$ cat config.mk
export PLATFORM = sky130hd
export DESIGN_NAME = complete_bst_level_order
export DESIGN_NICKNAME = d
export VERILOG_FILES = /design/src/rtl/core/cbst_pkg.sv /design/src/rtl/core/complete_bst_level_order.sv /design/src/rtl/core/cbst_ram.sv /design/src/rtl/core/cbst_split.sv
export SDC_FILE = /design/constraint.sdc
export NUM_CORES = 1
export LEC_CHECK = 0
export ABC_AREA = 1
export ABC_CLOCK_PERIOD_IN_PS = 19200
export BUFFER_PORTS_ARGS = -buffer_cell sky130_fd_sc_hd__buf_2
export CAP_MARGIN = 20
export CELL_PAD_IN_SITES_DETAIL_PLACEMENT = 0
export CELL_PAD_IN_SITES_GLOBAL_PLACEMENT = 1
export CORE_ASPECT_RATIO = 0.7
export CORE_MARGIN = 4
export CORE_UTILIZATION = 55
export DETAILED_ROUTE_END_ITERATION = 16
export PLACE_DENSITY_LB_ADDON = 0.1
export SLEW_MARGIN = 15
export SYNTH_ARGS = -nofsm -noshare
export SYNTH_HDL_FRONTEND = slang
export SYNTH_SLANG_ARGS = --single-unit
$ cat constraint.sdc
create_clock -name clk -period 19.2 [get_ports clk]
set_input_delay 1.92 -clock clk [delete_from_list [all_inputs] [get_ports clk]]
set_output_delay 1.92 -clock clk [all_outputs]
set_load 0.02 [all_outputs]
$ cat src/rtl/core/cbst_pkg.sv
// shared types and constants for the complete bst level-order block
// no dependencies; used by cbst_split, complete_bst_level_order and the testbench
`default_nettype none

package cbst_pkg;

  localparam int KEY_W    = 6;            // sorted index width
  localparam int CNT_W    = 7;            // key count width, holds MAX_KEYS
  localparam int MAX_KEYS = 64;
  localparam int Q_DEPTH  = MAX_KEYS;     // range queue entries
  localparam int Q_AW     = 6;            // range queue address width

  typedef struct packed {
    logic [KEY_W-1:0] lo;
    logic [KEY_W-1:0] hi;
  } range_t;

  localparam int RANGE_W = $bits(range_t);

  // result of splitting one range at its root
  typedef struct packed {
    logic [KEY_W-1:0] mid;
    range_t           left;
    range_t           right;
    logic             has_left;
    logic             has_right;
  } split_t;

  typedef enum logic [1:0] {
    ST_IDLE,
    ST_FETCH,
    ST_EMIT
  } state_t;

endpackage

`default_nettype wire

$ cat src/rtl/core/complete_bst_level_order.sv
// top level: breadth-first (eytzinger) order of a complete binary search tree
// depends on cbst_pkg, cbst_ram, cbst_split
`default_nettype none

// A request (first_index, key_count) is taken when start is high and busy is
// low. The block then emits one result per key, in slot order 0, 1, 2, ...:
// slot, the sorted key_index that belongs there (first_index plus offset,
// wrapping at 64) and last on the final one. Each result is shown on the
// result ports for one cycle with valid high; the receiver cannot stall, so
// it must take every valid cycle. key_count above 64 is treated as 64; a
// count of zero gives no result and busy never rises. Each key passes through
// a fetch state (one queue read) and then an emit state (one split and emit),
// and the last result is on the ports in the first cycle that busy is low.
module complete_bst_level_order (
  input  wire logic                       clk,
  input  wire logic                       rst,
  input  wire logic                       start,
  output logic                            busy,
  input  wire logic [cbst_pkg::KEY_W-1:0] first_index,
  input  wire logic [cbst_pkg::CNT_W-1:0] key_count,
  output logic                            valid,
  output logic      [cbst_pkg::KEY_W-1:0] slot,
  output logic      [cbst_pkg::KEY_W-1:0] key_index,
  output logic                            last
);

  // sequencer state
  cbst_pkg::state_t state, state_next;

  // queue pointers and counters
  logic [cbst_pkg::Q_AW-1:0]  head;
  logic [cbst_pkg::Q_AW-1:0]  tail;
  logic [cbst_pkg::CNT_W-1:0] slot_counter;
  logic [cbst_pkg::CNT_W-1:0] count;
  logic [cbst_pkg::KEY_W-1:0] first;

  // pending range (root or right child) waiting for the write port, and read bypass flag
  cbst_pkg::range_t pend;
  logic             pend_valid;
  logic             bypass;

  // ram port
  logic                           q_we;
  logic [cbst_pkg::Q_AW-1:0]      q_waddr;
  logic [cbst_pkg::RANGE_W-1:0]   q_wdata;
  logic [cbst_pkg::RANGE_W-1:0]   q_rdata;

  cbst_pkg::range_t cur;
  cbst_pkg::split_t sp;

  logic [cbst_pkg::CNT_W-1:0] sat_count;
  logic                       accept;
  logic                       is_last;

  assign busy   = (state != cbst_pkg::ST_IDLE);
  assign accept = start && !busy;

  // saturate the request count at the queue depth
  assign sat_count = (key_count > cbst_pkg::CNT_W'(cbst_pkg::MAX_KEYS))
                     ? cbst_pkg::CNT_W'(cbst_pkg::MAX_KEYS) : key_count;

  // range queue
  cbst_ram #(
    .WIDTH (cbst_pkg::RANGE_W),
    .DEPTH (cbst_pkg::Q_DEPTH)
  ) u_queue (
    .clk   (clk),
    .we    (q_we),
    .waddr (q_waddr),
    .wdata (q_wdata),
    .raddr (head),
    .rdata (q_rdata)
  );

  // range under work: from the queue, or straight from the pending register
  // when it was written in the same cycle as the read
  assign cur = bypass ? pend : cbst_pkg::range_t'(q_rdata);

  cbst_split u_split (
    .rng (cur),
    .res (sp)
  );

  assign is_last = (slot_counter + cbst_pkg::CNT_W'(1) == count);

  // write port: fetch pushes the pending range (root or right child), emit pushes the left one
  always_comb begin
    q_we    = 1'b0;
    q_waddr = tail;
    q_wdata = pend;
    case (state)
      cbst_pkg::ST_FETCH: begin
        q_we    = pend_valid;
        q_wdata = pend;
      end
      cbst_pkg::ST_EMIT: begin
        q_we    = sp.has_left;
        q_wdata = sp.left;
      end
      default: begin
        q_we = 1'b0;
      end
    endcase
  end

  // next state
  always_comb begin
    state_next = state;
    case (state)
      cbst_pkg::ST_IDLE: begin
        if (accept && (sat_count != '0)) begin
          state_next = cbst_pkg::ST_FETCH;
        end
      end
      cbst_pkg::ST_FETCH: begin
        state_next = cbst_pkg::ST_EMIT;
      end
      cbst_pkg::ST_EMIT: begin
        state_next = is_last ? cbst_pkg::ST_IDLE : cbst_pkg::ST_FETCH;
      end
      default: begin
        state_next = cbst_pkg::ST_IDLE;
      end
    endcase
  end

  always_ff @(posedge clk) begin
    if (rst) begin
      state <= cbst_pkg::ST_IDLE;
    end else begin
      state <= state_next;
    end
  end

  // control registers
  always_ff @(posedge clk) begin
    if (rst) begin
      head         <= '0;
      tail         <= '0;
      slot_counter <= '0;
      pend_valid   <= 1'b0;
      bypass       <= 1'b0;
      valid        <= 1'b0;
    end else begin
      valid <= (state == cbst_pkg::ST_EMIT);
      case (state)
        cbst_pkg::ST_IDLE: begin
          if (accept) begin
            // root range seeds the pending register, queue starts empty
            head         <= '0;
            tail         <= '0;
            slot_counter <= '0;
            pend_valid   <= (sat_count != '0);
          end
        end
        cbst_pkg::ST_FETCH: begin
          head <= head + cbst_pkg::Q_AW'(1);
          if (pend_valid) begin
            tail   <= tail + cbst_pkg::Q_AW'(1);
            bypass <= (head == tail);
          end else begin
            bypass <= 1'b0;
          end
          pend_valid <= 1'b0;
        end
        cbst_pkg::ST_EMIT: begin
          if (sp.has_left) begin
            tail <= tail + cbst_pkg::Q_AW'(1);
          end
          pend_valid   <= sp.has_right;
          slot_counter <= slot_counter + cbst_pkg::CNT_W'(1);
        end
        default: begin
          pend_valid <= 1'b0;
        end
      endcase
    end
  end

  // payload registers
  always_ff @(posedge clk) begin
    case (state)
      cbst_pkg::ST_IDLE: begin
        if (accept) begin
          first   <= first_index;
          count   <= sat_count;
          pend.lo <= '0;
          pend.hi <= cbst_pkg::KEY_W'(sat_count - cbst_pkg::CNT_W'(1));
        end
      end
      cbst_pkg::ST_EMIT: begin
        pend      <= sp.right;
        slot      <= slot_counter[cbst_pkg::KEY_W-1:0];
        key_index <= first + sp.mid;
        last      <= is_last;
      end
      default: begin
        pend <= pend;
      end
    endcase
  end

`ifndef ASSERT_OFF
  // every result comes from one emit step
  a_valid_from_emit: assert property (@(posedge clk) disable iff (rst)
    valid |-> $past(state == cbst_pkg::ST_EMIT))
    else $error("result without emit step");

  // the block goes idle exactly as the final result shows
  a_idle_on_last: assert property (@(posedge clk) disable iff (rst)
    $fell(busy) |-> (valid && last))
    else $error("busy dropped without last result");

  // after the final result the block is ready again
  a_last_then_idle: assert property (@(posedge clk) disable iff (rst)
    (valid && last) |-> !busy)
    else $error("still busy after last result");

  // the emit step always sees a non-empty range
  a_range_ordered: assert property (@(posedge clk) disable iff (rst)
    (state == cbst_pkg::ST_EMIT) |-> (cur.lo <= cur.hi))
    else $error("empty range popped");
`endif

endmodule

`default_nettype wire

$ cat src/rtl/core/cbst_ram.sv
// generic single write port, single read port ram with registered read
// no dependencies
`default_nettype none

module cbst_ram #(
  parameter int WIDTH = 12,
  parameter int DEPTH = 64
) (
  input  wire logic                     clk,
  input  wire logic                     we,
  input  wire logic [$clog2(DEPTH)-1:0] waddr,
  input  wire logic [WIDTH-1:0]         wdata,
  input  wire logic [$clog2(DEPTH)-1:0] raddr,
  output logic      [WIDTH-1:0]         rdata
);

  logic [WIDTH-1:0] mem [DEPTH];

  always_ff @(posedge clk) begin
    if (we) begin
      mem[waddr] <= wdata;
    end
    rdata <= mem[raddr];
  end

endmodule

`default_nettype wire

$ cat src/rtl/core/cbst_split.sv
// root picker: splits a range so the left subtree has complete-tree size
// depends on cbst_pkg
`default_nettype none

module cbst_split (
  input  wire cbst_pkg::range_t rng,
  output cbst_pkg::split_t      res
);

  logic [cbst_pkg::CNT_W-1:0] n;
  logic [cbst_pkg::CNT_W-1:0] p;
  logic [cbst_pkg::CNT_W-1:0] half;
  logic [cbst_pkg::CNT_W-1:0] bottom;
  logic [cbst_pkg::CNT_W-1:0] lsize;
  logic [cbst_pkg::KEY_W-1:0] mid;

  always_comb begin
    n = cbst_pkg::CNT_W'(rng.hi) - cbst_pkg::CNT_W'(rng.lo) + cbst_pkg::CNT_W'(1);
    // highest power of two not above n
    p = cbst_pkg::CNT_W'(1);
    for (int i = 0; i < cbst_pkg::CNT_W; i++) begin
      if (n[i]) begin
        p = cbst_pkg::CNT_W'(1) << i;
      end
    end
    half   = p >> 1;
    bottom = n - p + cbst_pkg::CNT_W'(1);
    if (n < cbst_pkg::CNT_W'(2)) begin
      lsize = '0;
    end else if (bottom < half) begin
      lsize = half - cbst_pkg::CNT_W'(1) + bottom;
    end else begin
      lsize = half - cbst_pkg::CNT_W'(1) + half;
    end
    mid = rng.lo + lsize[cbst_pkg::KEY_W-1:0];

    res.mid       = mid;
    res.has_left  = (mid > rng.lo);
    res.has_right = (mid < rng.hi);
    res.left.lo   = rng.lo;
    res.left.hi   = mid - cbst_pkg::KEY_W'(1);
    res.right.lo  = mid + cbst_pkg::KEY_W'(1);
    res.right.hi  = rng.hi;
  end

endmodule

`default_nettype wire

==> metrics <==
RSZ-0062 raised after global routing=no; Wirelength per Cell=roughly 28 um; Syn Area/Cell=approximately 12 um^2; first-pass GRT wire length=~150 mm; Die Area=around 70,000 um^2; Root Buffer=clkbuf_16; Synth Flop Type=edfxtp_1; register area=24,900 um^2; DRC=0; vias in the first global route=between 20,000 and 25,000; clk sinks=842; Tightest Pin Transition=around 1100 ps; CTS tree=yes; worst flop-to-flop path startpoint=bypass; DR vias/cell=about 6.4; postcts setup bufs=0; Clock Skew=25.2 ps; commonest non-fill, non-tap cell in the layout=edfxtp_1; RePlAce Congestion=approximately 0.90; most frequent cells in the layout=806 x edfxtp_1, 490 x nor2_1, 423 x o21ai_0; crit path launch type=flop; hold path start=slot_counter[5]; area of the multi-input gates=9280 um^2; Antenna Violating Nets Remaining=0; Max Cap Viol=0; Gate Count Post-Synth=2,847; Final Cell Area=38,800 um^2; Critical Path Start=bypass; Core Area=between 60,000 and 70,000 um^2; Inserted Clock Buffers=79; final wirelength=~100 mm; total negative slack=0 ps; element type at the critical path end=flop; status=finished clean; Worst Path Required=just under 20,000 ps; nets=2,921; Ys Warns=0; fmax=0.0821 GHz; initial antenna violation count=5; Setup CP Type=flop to flop; FF-to-FF path depth=54; HPWL after detailed placement=60.7 mm; area delta synth->final=10.4%; HP Class=flop to flop; asr flop ratio synth=0%; sequential-to-total area share from yosys stat=between 70% and 80%; Synth Register Bits=~840; routed via count=~24,000; Worst path slowest cell=nor2_1; fin crit period=12,180 ps; gr usage total=a little under a third; placed cell area=approximately 36,000 um^2; Ports=31; chip width=slightly above 300 um; post-route clock period utilization=between 60% and 70%; Clock Path Buffers=3; utilization after layout=between 60% and 70%; CTS H-Tree Depth=3; Reg clk slew, reported paths=70 ps; Layout fillers=between 4,000 and 5,000; setup violators final=0; Hold Path Cell Cnt=0; Hold Fails Final Rpt=0; I/O Buffers=30; grt total ovfl=0; synthesized area=35,200 um^2; CTS Hold Buffers Added=0; Initial Util=55.6%; critical-path maximum fanout=23; Slew Limit Fails=0; Worst EP arrival=12,420 ps; CP max stage delay=approximately 1200 ps; PostCTS Resize Cnt=0; initial DRC count=3,870; synth unique cells=52; layout cells sized above 1=between 8 and 9%; Vert. Die Dim=between 200 and 250 um; Worst-Skew Late Latency=640 ps; largest net degree at the start of global routing=220; non-filler cells, final=between 3,000 and 4,000; DR pass1 iterations=6; number of synthesized flops with an enable pin=roughly 800; Std-Cell Rows=77; Post-Place Cells=around 3,600; Max-Slew Margin vs Limit=approximately a quarter
[path summary, 6_finish.rpt]
path | to | slack (ps)
max reg2reg | u_queue.mem[10][0] | 7020
max | u_queue.mem[10][0] | 7020
min | slot[5] | 460
min reg2reg | slot[5] | 460
[flip-flops by register name (all words and copies together) (netlist names)]
register / flops
bypass: 1
count: 7
first: 6
head: 6
key_index: 6
last: 1
pend: 12
pend_valid: 1
q_waddr: 6
slot: 6
slot_counter: 7
state: 2
u_queue.mem: 768
u_queue.rdata: 12
valid: 1
[final cells by class]
class | instances | share of cell area (%)
tap | 829 | 2.67
clock inverter | 49 | 1.18
sequential | 842 | 64.2
clock buffer | 96 | 5.31
inverter | 121 | 1.20
timing repair buffer | 79 | 1.48
multi-input combinational | 1713 | 23.9
antenna | 1 | 0.00645
[synth_stat cells, drive strengths merged (2+ instances only)]
cell type  count  share of area [%]
edfxtp       806                 69
nor2         500                5.4
o21ai        436                6.2
nand2        222                2.5
clkbuf       155                1.7
o22ai        121                2.2
inv          119                1.3
o221ai        76                1.9
nand3         69                1.1
ha            65                2.3
nand4         54               0.98
a21oi         47               0.68
dfxtp         36                2.0
o211ai        21               0.45
buf           17               0.22
nor3          15               0.21
xor2          15               0.37
a31oi         14               0.25
xnor2         10               0.27
a32o           8               0.23
or2            6               0.11
a211oi         4              0.085
fa             4               0.23
mux2i          3              0.085
nor4           3              0.053
o21bai         3              0.064
a21o           2              0.043
a22oi          2              0.043
and2           2              0.036
clkinv         2              0.021
[critical path: cells and delay by family (launching register included)]
family | cells | cell delay, ps
simple gates | 28 | 5170
fa+ha+maj | 10 | 3390
compound gates | 9 | 1630
flops | 1 | 810
xor+xnor | 2 | 380
buf+inv | 5 | 360
[routing by layer]
layer | up-vias | track usage [%] | wire [um]
met3 | 183 | 10.5 | 13600
met4 | 2 | 9.11 | 3140
met1 | 11672 | 46.1 | 44200
met2 | 1487 | 40.9 | 41900
li1 | 10517 | - | -
met5 | - | 0 | 13
[cells by family (layout without fill, tap and decap cells)]
logic type	count (synthesis)	count (layout)	share of synthesized area, %
xor+xnor	25	25	0.644
buf+inv	293	345	3.17
flops	842	842	70.9
compound gates	740	740	12.2
simple gates	874	874	10.4
fa+ha+maj	69	69	2.54
mux	3	3	0.0854
other cells	1	3	0.0107
[per-stage QoR]
stage	setup slack [ps]	hold slack [ps]
floorplan	9110	408
global placement	7260	418
detailed placement	7110	425
CTS	7100	455
global route	5850	459
finish	7020	456
Power is left out: the tool's default activity adds up to more than one toggle a clock period on the data nets, which glitch-free logic cannot reach.
